### src/rtl/ppt_pkg.sv
// Shared constants and types for the projective point transform.
package ppt_pkg;

  localparam int ROW_WIDTH   = 64;
  localparam int LANE_STRIDE = 16;
  localparam int EPS_WIDTH   = 16;
  localparam int EPS_FRAC    = 16;
  localparam int ADDR_WIDTH  = 6;
  localparam int DATA_WIDTH  = 64;
  localparam int IDX_WIDTH   = 3;

  localparam logic [IDX_WIDTH-1:0] REG_ROW0 = 3'd0;
  localparam logic [IDX_WIDTH-1:0] REG_ROW1 = 3'd1;
  localparam logic [IDX_WIDTH-1:0] REG_ROW2 = 3'd2;
  localparam logic [IDX_WIDTH-1:0] REG_ROW3 = 3'd3;
  localparam logic [IDX_WIDTH-1:0] REG_EPS  = 3'd4;

  localparam logic [ROW_WIDTH-1:0] ROW0_RESET = 64'h0000_0000_0000_1000;
  localparam logic [ROW_WIDTH-1:0] ROW1_RESET = 64'h0000_0000_1000_0000;
  localparam logic [ROW_WIDTH-1:0] ROW2_RESET = 64'h0000_1000_0000_0000;
  localparam logic [ROW_WIDTH-1:0] ROW3_RESET = 64'h1000_0000_0000_0000;
  localparam logic [EPS_WIDTH-1:0] EPS_RESET  = 16'd1;

  typedef struct packed {
    logic [3:0][ROW_WIDTH-1:0] rows;
    logic [EPS_WIDTH-1:0]      eps;
  } cfg_t;

endpackage

### src/rtl/ppt_cfg.sv
// Configuration register file behind the APB-style port.
module ppt_cfg
  import ppt_pkg::*;
(
  input  logic                  clk,
  input  logic                  rst,
  input  logic                  psel,
  input  logic                  penable,
  input  logic                  pwrite,
  input  logic [ADDR_WIDTH-1:0] paddr,
  input  logic [DATA_WIDTH-1:0] pwdata,
  output logic [DATA_WIDTH-1:0] prdata,
  output logic                  pready,
  output cfg_t                  cfg
);

  logic [IDX_WIDTH-1:0] idx;
  logic                 wr;

  assign idx    = paddr[ADDR_WIDTH-1:3];
  assign pready = 1'b1;
  assign wr     = psel && penable && pwrite && pready;

  always_ff @(posedge clk) begin
    if (rst) begin
      cfg.rows[0] <= ROW0_RESET;
      cfg.rows[1] <= ROW1_RESET;
      cfg.rows[2] <= ROW2_RESET;
      cfg.rows[3] <= ROW3_RESET;
      cfg.eps     <= EPS_RESET;
    end else if (wr) begin
      unique case (idx)
        REG_ROW0: cfg.rows[0] <= pwdata;
        REG_ROW1: cfg.rows[1] <= pwdata;
        REG_ROW2: cfg.rows[2] <= pwdata;
        REG_ROW3: cfg.rows[3] <= pwdata;
        REG_EPS:  cfg.eps     <= pwdata[EPS_WIDTH-1:0];
        default: ;
      endcase
    end
  end

  always_comb begin
    unique case (idx)
      REG_ROW0: prdata = cfg.rows[0];
      REG_ROW1: prdata = cfg.rows[1];
      REG_ROW2: prdata = cfg.rows[2];
      REG_ROW3: prdata = cfg.rows[3];
      REG_EPS:  prdata = DATA_WIDTH'(cfg.eps);
      default:  prdata = '0;
    endcase
  end

endmodule

### config.mk
export PLATFORM = sky130hd
export DESIGN_NAME = ppt_cfg
export DESIGN_NICKNAME = d
export VERILOG_FILES = /design/src/rtl/ppt_pkg.sv /design/src/rtl/ppt_cfg.sv
export SDC_FILE = /design/constraint.sdc
export NUM_CORES = 1
export LEC_CHECK = 0
export BUFFER_PORTS_ARGS = -buffer_cell sky130_fd_sc_hd__buf_4
export CAP_MARGIN = 20
export CORE_AREA = 2 2 158 160
export CTS_CLUSTER_DIAMETER = 30
export DETAILED_ROUTE_END_ITERATION = 10
export DIE_AREA = 0 0 160 162
export PLACE_DENSITY = 0.83
export SKIP_CTS_REPAIR_TIMING = 1
export SYNTH_ARGS = -nofsm -noshare
export SYNTH_HDL_FRONTEND = slang
export SYNTH_SLANG_ARGS = --single-unit
### constraint.sdc
create_clock -name clk -period 3.2 [get_ports clk]
set_input_delay 0.64 -clock clk [delete_from_list [all_inputs] [get_ports clk]]
set_output_delay 0.64 -clock clk [all_outputs]
set_load 0.03 [all_outputs]
==> results_dict.tcl, run 1 <==
set metrics [dict create \
    outcome "finished, final reports clean" \
    yosysTopAreaCell "dfxtp_1" \
    globalRouteMet2Util_pct 50.43 \
    cts_tree "yes" \
    fp.coreArea_um2 24110 \
    grt_use_met1_pct 34.03 \
    die-area_um2 25920 \
    clock.fmax_ghz 0.3575 \
    multi_input_area_um2 6893 \
    netlist_area_um2 12950 \
    worst-path-buf-inv 3 \
    crit_type "in -> out" \
    cp_cell_sequence "buf_4 -> buf_4 -> mux4_2 -> nor2b_1 -> buf_4" \
    finalMaxSlewViolations 0 \
    vias 10280 \
    power.density_nw_per_um2 523.9 \
    gr-usage-all-layers_pct 28.63 \
    maxCapViolations 0 \
    p_seq_share_pct 36.9 \
    finalSetupViolCount 0 \
    cts_buffers 48 \
    fp-row-count 57 \
    postRouteAntennaNets 0 \
    rsz0062_at_grt "no" \
    p_int_mw 7.263 \
    worstPathArrival_ns 2.16 \
    grt_pass1_vias 10510 \
    syn_nets 1233 \
    synthCells 1158 \
    drtIter0Drc 613 \
    die_w_um 160 \
    yosys-top-cells-area "dfxtp_1, mux2i_1, nand2b_1, mux4_2, nor2b_1" \
    yosysSeqAreaShare_pct 42.04 \
    hold_viol_final 0 \
    drt-vias-per-instance 5.391 \
    synth_cell_types 30 \
    grt_max_degree 147 \
    fin_crit_ns 2.797 \
    grt_pass1_wl_mm 59.08 \
    skew_ns 0 \
    p_clk_share_pct 56.9 \
    period_share_pct 87.41 \
    drc 0 \
    dp_cells 1818 \
    p_sw_mw 2.072 \
    slowest_delay_ns 0.47 \
    finalNonFillerCells 1906 \
    cts_buffer_depth 3 \
    crit_family "buffers and inverters" \
    irDropWorstVdd_mv 0.3973 \
    antenna_found_initial 1 \
    drt_first_pass_iters 4 \
    grt-busiest-layer "met2" \
    wirelength_mm 38.68 \
    slowest_stage "buf_4" \
    combPwrFrac_pct 6.2 \
    tns_ns 0 \
    reg.largest.list "cfg (272)" \
    regMostFlops "cfg" \
    numPortBuffers 407 \
    wire_per_inst_um 20.29 \
    layout-drive-gt1-share_pct 37.13 \
    synth.ff_latch_count 272 \
    start_util_pct 53.73 \
    globalplace.congestion 0.8316 \
    fin_area_um2 17820 \
    num-fill-cells 1649 \
    critPathRequiredTime_ns 2.56 \
    path_max_fanout 30 \
    fin_util_pct 73.92 \
    clk_pin_slew_ns 0.05 \
    synth_area_per_cell_um2 11.19 \
    root_buffer "clkbuf_16" \
    h-tree-depth 2 \
    dpl_cell_area_um2 16110 \
    layout_commonest_cell "buf_4" \
    die_h_um 162 \
    largest_register_ffs 272 \
    hpwl_mm 26.03 \
    slew_headroom_pct 50.63 \
    start_kind "input pin" \
    min_path_type "in -> reg" \
    cts.sinks 272 \
    io_pins 412 \
    worstMarginPinSlew_ns 0.7405 \
    nNetsFinal 1619 \
    crit_top_cell "buf_4" \
    final_cell_mix "buf_4, nand2b_1, mux2i_1, dfxtp_1, nor2b_1" \
    synth_warnings 0 \
    clock_latency_ns 0.52 \
    p_sw_share_pct 22.20 \
    p_leak_nw 8.652 \
    overflow 0 \
    cp-end-kind "output port" \
    grt_use_met3_pct 6.180 \
    seqCellArea_um2 5445 \
    synth_top_area_share_pct 42.04 \
    area_growth_pct 37.58 \
]
==> worst min-delay path, cell delays in order <==
cell and delay [ns]:
buf_4 0.08, nor2_1 0.03, mux2i_1 0.10
==> synth_stat cells <==
library cell,instances
nand2b_1,331
dfxtp_1,272
mux2i_1,272
nor2b_1,50
mux4_2,48
clkbuf_1,47
a22oi_1,30
mux2_2,16
o22ai_1,16
buf_2,15
buf_4,14
buf_6,12
nor2_1,10
buf_12,7
and3_1,3
a21oi_1,1
a31oi_1,1
and3b_1,1
and4b_1,1
buf_1,1
conb_1,1
inv_1,1
nand2_2,1
nand3_1,1
nand3_2,1
nand3_4,1
nand4b_4,1
nor2_2,1
nor3_1,1
or3_4,1
==> layout make-up <==
cell class / count / share of cell area, %
repair buffers: 432 / 18.85
clock buffers: 62 / 7.660
multi-input cells: 789 / 38.68
diodes: 1 / 0.01404
well taps: 324 / 2.275
flip-flops and latches: 272 / 30.56
inverters: 1 / 0.02106
clock inverters: 25 / 1.938
==> stage by stage <==
stage,hold slack (ns),total power [mW],setup slack (ns)
3_5_place_dp,0.4785,4.083,0.3996
3_3_place_gp,0.4726,4.076,0.4204
6_report,0.3899,9.335,0.4029
2_1_floorplan,0.6040,3.874,0.5236
4_1_cts,0.3765,9.391,0.4066
5_1_grt,0.3884,9.579,0.3294
==> metal layers <==
metal	wire, µm	vias up	share of wire, %
li1	-	4785	-
met1	15430	5021	40
met2	19420	386	50
met3	2500	83	6.5
met4	1333	0	3.4
met5	0	-	0
==> cell families (layout without fill, tap and decap cells) <==
kind of cell | after synthesis | in the layout | share of synthesized area (%)
other | 1 | 2 | 0.02895
AND/OR/NAND/NOR | 404 | 404 | 19.64
multiplexers | 336 | 336 | 30.76
flip-flops | 272 | 272 | 42.04
buffers and inverters | 97 | 520 | 4.936
AO/OA/AOI/OAI | 48 | 48 | 2.599
==> power groups by stage <==
| stage | Sequential [mW] | Combinational, mW | Clock [mW] |
|---|---|---|---|
| after floorplan | 3.55 | 0.323 | 0 |
| after global placement | 3.51 | 0.569 | 0 |
| after detailed placement | 3.51 | 0.575 | 0 |
| after CTS | 3.44 | 0.578 | 5.37 |
| after global routing | 3.44 | 0.611 | 5.53 |
| final | 3.44 | 0.579 | 5.31 |
==> path summary, 6_finish.rpt <==
check                   from    endpoint  slack [ns]  cells after the start
hold reg to reg      cfg[18]     cfg[18]        0.49                      2
setup / recovery    paddr[4]  prdata[37]        0.40                      5
hold / removal    pwdata[44]    cfg[188]        0.39                      3
setup reg to reg    cfg[233]    cfg[233]        2.46                      2
No activity file was read; power rests on OpenSTA's default activity.
==> inputs of run 2 (changes only) <==
CELL_PAD_IN_SITES_DETAIL_PLACEMENT = 1   (was not set)
CELL_PAD_IN_SITES_GLOBAL_PLACEMENT = 2   (was not set)
CORE_AREA = not set   (was 2 2 158 160)
CORE_UTILIZATION = 34   (was not set)
DIE_AREA = not set   (was 0 0 160 162)
PLACE_DENSITY = not set   (was 0.83)
PLACE_DENSITY_LB_ADDON = 0.1   (was not set)
==> run 2 against run 1 <==
  * First-iteration DRC count shrank 48%
  * Clock skew is the same
  * Die area grew 50%
  * Highest routed layer unchanged
  * Non-clock buffer count grew 7
==> results_dict.tcl, run 2 (synthesis results as in run 1) <==
set metrics [dict create \
    outcome "finished, final reports clean" \
    dp_cells 2012 \
    slew_headroom_pct 52.77 \
    irDropWorstVdd_mv 0.3389 \
    path_max_fanout 24 \
    grt_pass1_wl_mm 65.77 \
    holdPathEnd "cfg[268]" \
    fp-row-count 71 \
    grt_pass1_vias 10840 \
    cp-end-kind "output port" \
    numPortBuffers 407 \
    clk_pin_slew_ns 0.04 \
    slowest_delay_ns 0.54 \
    postRouteAntennaNets 0 \
    drt-vias-per-instance 4.833 \
    worstPathArrival_ns 2.14 \
    start_util_pct 34.47 \
    globalplace.congestion 0.7527 \
    power_mw 11.62 \
    root_buffer "clkbuf_16" \
    hpwl_mm 29.59 \
    worst-path-buf-inv 3 \
    area_growth_pct 46.47 \
    num-fill-cells 4063 \
    final_cell_mix "buf_4, nand2b_1, mux2i_1, dfxtp_1, clkbuf_16" \
    cts_tree "yes" \
    layout_commonest_cell "buf_4" \
    skew_ns 0 \
    die_h_um 197.2 \
    crit_family "buffers and inverters" \
    nNetsFinal 1650 \
    wire_per_inst_um 20.51 \
    drc 0 \
    crit_type "in -> out" \
    cts_buffer_depth 3 \
    drt_first_pass_iters 4 \
    fin_crit_ns 2.775 \
    regMostFlops "cfg" \
    p_leak_nw 9.089 \
    reg.largest.list "cfg (272)" \
    worstReg2RegStart "cfg[201]" \
    critPathRequiredTime_ns 2.56 \
    maxCapViolations 0 \
    fp.coreArea_um2 37580 \
    grt_max_degree 127 \
    clock_latency_ns 0.55 \
    min_path_cells 3 \
    hp-start "pwdata[60]" \
    r2r_slack_ns 2.46 \
    vias 10340 \
    period_share_pct 86.73 \
    overflow 0 \
    layout-drive-gt1-share_pct 38.70 \
    finalMaxSlewViolations 0 \
    clock.fmax_ghz 0.3603 \
    crit_top_cell "buf_4" \
    slowest_stage "mux4_2" \
    antenna_found_initial 2 \
    power.density_nw_per_um2 612.4 \
    fin_area_um2 18970 \
    min_path_type "in -> reg" \
    cts.sinks 272 \
    drtIter0Drc 316 \
    finalSetupViolCount 0 \
    rr_endpoint "cfg[201]" \
    cts_buffers 72 \
    hold_viol_final 0 \
    die_w_um 197.2 \
    dpl_cell_area_um2 16420 \
    gr-usage-all-layers_pct 22.17 \
    wirelength_mm 43.89 \
    die-area_um2 38880 \
    tns_ns 0 \
    start_kind "input pin" \
    io_pins 412 \
    worst-r2r-cell-count 2 \
    worstMarginPinSlew_ns 0.7084 \
    finalNonFillerCells 2140 \
    cp_cell_sequence "buf_4 -> buf_12 -> mux4_2 -> nor2b_1 -> buf_4" \
    h-tree-depth 3 \
    rsz0062_at_grt "no" \
    largest_register_ffs 272 \
]
run 2: metal layers:
layer / vias up / wire length [µm] / share of wire [%] / global-route usage, %
met5: - / 0 / 0 / 0
met4: 0 / 989 / 2.3 / 8.355
met3: 64 / 3236 / 7.4 / 7.086
met2: 310 / 21030 / 48 / 36.20
met1: 5106 / 18630 / 42 / 27.13
li1: 4863 / - / - / -
run 2: power breakdown:
part | switching, mW | internal, mW
combinational | 0.331 | 0.266
clock | 2.14 | 5.43
sequential | 0.0229 | 3.43
total | 2.50 | 9.12
run 2: final cells by class:
class,count,area (µm²),share of cell area (%)
multi-input cells,789,6893,36.33
clock buffers,91,2006,10.57
well taps,511,639.4,3.370
clock inverters,36,545.5,2.875
diodes,1,2.502,0.01319
inverters,1,3.754,0.01979
repair buffers,439,3437,18.12
flip-flops and latches,272,5445,28.70
run 2: through the flow:
step,worst slack [ns],util [%],hold WS (ns)
floorplan,0.5236,-,0.6040
global placement,0.4269,43.69,0.4711
detailed placement,0.3794,43.69,0.4844
CTS,0.3788,50.48,0.3330
global route,0.3579,50.49,0.3621
finish,0.4246,50.49,0.3565
run 2: how the worst max path moves through the flow:
stage               startpoint    endpoint  slack [ns]  depth (start not counted)
finish                paddr[3]  prdata[24]        0.42                          5
global route          paddr[3]  prdata[24]        0.36                          5
CTS                   paddr[3]  prdata[24]        0.38                          5
detailed placement    paddr[3]  prdata[24]        0.38                          5
global placement      paddr[3]  prdata[22]        0.43                          5
floorplan             paddr[3]  prdata[12]        0.52                          6
run 2: worst reg2reg max path: stages, from the launching register on:
cell	delay, ns
dfxtp_1	0.42
nand2b_1	0.08
mux2i_1	0.16
==> inputs of run 3 (changes only) <==
CELL_PAD_IN_SITES_DETAIL_PLACEMENT = 0   (was 1)
CELL_PAD_IN_SITES_GLOBAL_PLACEMENT = 1   (was 2)
CORE_UTILIZATION = 42   (was 34)
==> run 3 against run 2 <==
  * Setup slack improved by 0.089 ns
  * Flip-flop and latch count is the same
  * Critical path depth is the same
  * Count of clock-buffer cells in the layout rose by 6
  * Hold slack better by 0.0061 ns
  * Clock skew is the same
  * Final cell count decreased by 5.7%
  * Utilization is 12 points higher
  * First-iteration DRC count rose by 20%
==> results_dict.tcl, run 3 (synthesis results as in run 1) <==
set metrics [dict create \
    finalSetupViolCount 0 \
    maxCapViolations 0 \
    finalNonFillerCells 2018 \
    nNetsFinal 1650 \
    final_cell_mix "buf_4, nand2b_1, mux2i_1, dfxtp_1, clkbuf_16" \
    cts_buffer_depth 3 \
    drt_first_pass_iters 4 \
    period_share_pct 83.95 \
    diodes 0 \
    seqCellArea_um2 5445 \
    cts_buffers 68 \
    min_path_type "in -> reg" \
    tns_ns 0 \
    worstPathArrival_ns 2.05 \
    clock_latency_ns 0.53 \
    area_growth_pct 44.93 \
    p_leak_nw 9.086 \
    rr_endpoint "cfg[9]" \
    rsz0062_at_grt "no" \
    start_kind "input pin" \
    globalplace.congestion 0.7750 \
    start_util_pct 43.24 \
    io_pins 412 \
    vias 10230 \
    clk_pin_slew_ns 0.04 \
    holdPathEnd "cfg[28]" \
    hold_viol_final 0 \
    die-area_um2 31550 \
    root_buffer "clkbuf_16" \
    hpwl_mm 26.88 \
    fin_crit_ns 2.686 \
    layout_commonest_cell "buf_4" \
    hp-start "pwdata[12]" \
    skew_ns 0 \
    grt_pass1_vias 10160 \
    fp.coreArea_um2 29950 \
    antenna_found_initial 1 \
    worstMarginPinSlew_ns 0.7848 \
    fp-row-count 63 \
    die_w_um 177.6 \
    slew_headroom_pct 47.68 \
    numPortBuffers 407 \
    grt_pass1_wl_mm 59.17 \
    cts.sinks 272 \
    largest_register_ffs 272 \
    layout-drive-gt1-share_pct 38.39 \
    r2r_slack_ns 2.50 \
    hold_ws_ns 0.3626 \
    crit_type "in -> out" \
    gr-usage-all-layers_pct 24.67 \
    drtIter0Drc 380 \
    fin_util_pct 62.67 \
    wirelength_mm 39.90 \
    irDropWorstVdd_mv 0.3687 \
    worst-r2r-cell-count 2 \
    cp-end-kind "output port" \
    drt-vias-per-instance 5.070 \
    num-fill-cells 2528 \
    finalMaxSlewViolations 0 \
    power.density_nw_per_um2 611.5 \
    path_max_fanout 23 \
    outcome "finished, final reports clean" \
    drc 0 \
    regMostFlops "cfg" \
    reg.largest.list "cfg (272)" \
    postRouteAntennaNets 0 \
    clock.fmax_ghz 0.3722 \
    overflow 0 \
    min_path_cells 3 \
    multi_input_area_um2 6893 \
    cts_tree "yes" \
    grt_max_degree 96 \
    h-tree-depth 3 \
    die_h_um 177.6 \
    dp_cells 1895 \
    worstReg2RegStart "cfg[9]" \
    wire_per_inst_um 19.77 \
    critPathRequiredTime_ns 2.56 \
]
## run 3: how the worst max path moves through the flow
stage	start	end	slack, ns	depth (start not counted)
after floorplan	paddr[3]	prdata[12]	0.52	6
after global placement	paddr[4]	cfg[183]	0.51	6
after detailed placement	paddr[4]	prdata[20]	0.49	5
after CTS	paddr[4]	prdata[20]	0.48	5
after global routing	paddr[4]	prdata[10]	0.45	6
final	paddr[4]	prdata[20]	0.51	5
## run 3: power breakdown
part / internal (mW) / switching, mW / leakage [nW]
combinational: 0.267 / 0.325 / 5.66
sequential: 3.43 / 0.0213 / 2.19
clock: 5.41 / 2.02 / 1.23
total: 9.11 / 2.37 / 9.09
## run 3: through the flow
stage          setup WS, ns  total power [mW]  instance area, µm²
2_1_floorplan        0.5236             3.874               12950
3_3_place_gp         0.5114             4.099               16270
3_5_place_dp         0.4857             4.103               16270
4_1_cts              0.4821             11.59               18770
5_1_grt              0.4485             11.82               18770
6_report             0.5136             11.48               18770
## run 3: cell type report
| cell class | count | area share [%] |
|---|---|---|
| Timing Repair Buffer | 443 | 18.34 |
| Clock inverter | 26 | 2.699 |
| Sequential cell | 272 | 29.01 |
| Clock buffer | 97 | 10.62 |
| Tap cell | 390 | 2.599 |
| Multi-Input combinational cell | 789 | 36.72 |
| Inverter | 1 | 0.02000 |
## run 3: per-layer routing
| layer | wire, µm | track usage [%] | share of wire (%) |
|---|---|---|---|
| met3 | 3391 | 8.333 | 8.5 |
| met4 | 916 | 8.903 | 2.3 |
| met1 | 16330 | 29.27 | 41 |
| met2 | 19240 | 41.26 | 48 |
| met5 | 13 | 0 | 0.033 |
## run 3: worst max-delay path: stages
cell and delay [ns]:
buf_4 0.43, buf_4 0.31, mux4_2 0.33, nor2b_1 0.14, buf_4 0.18
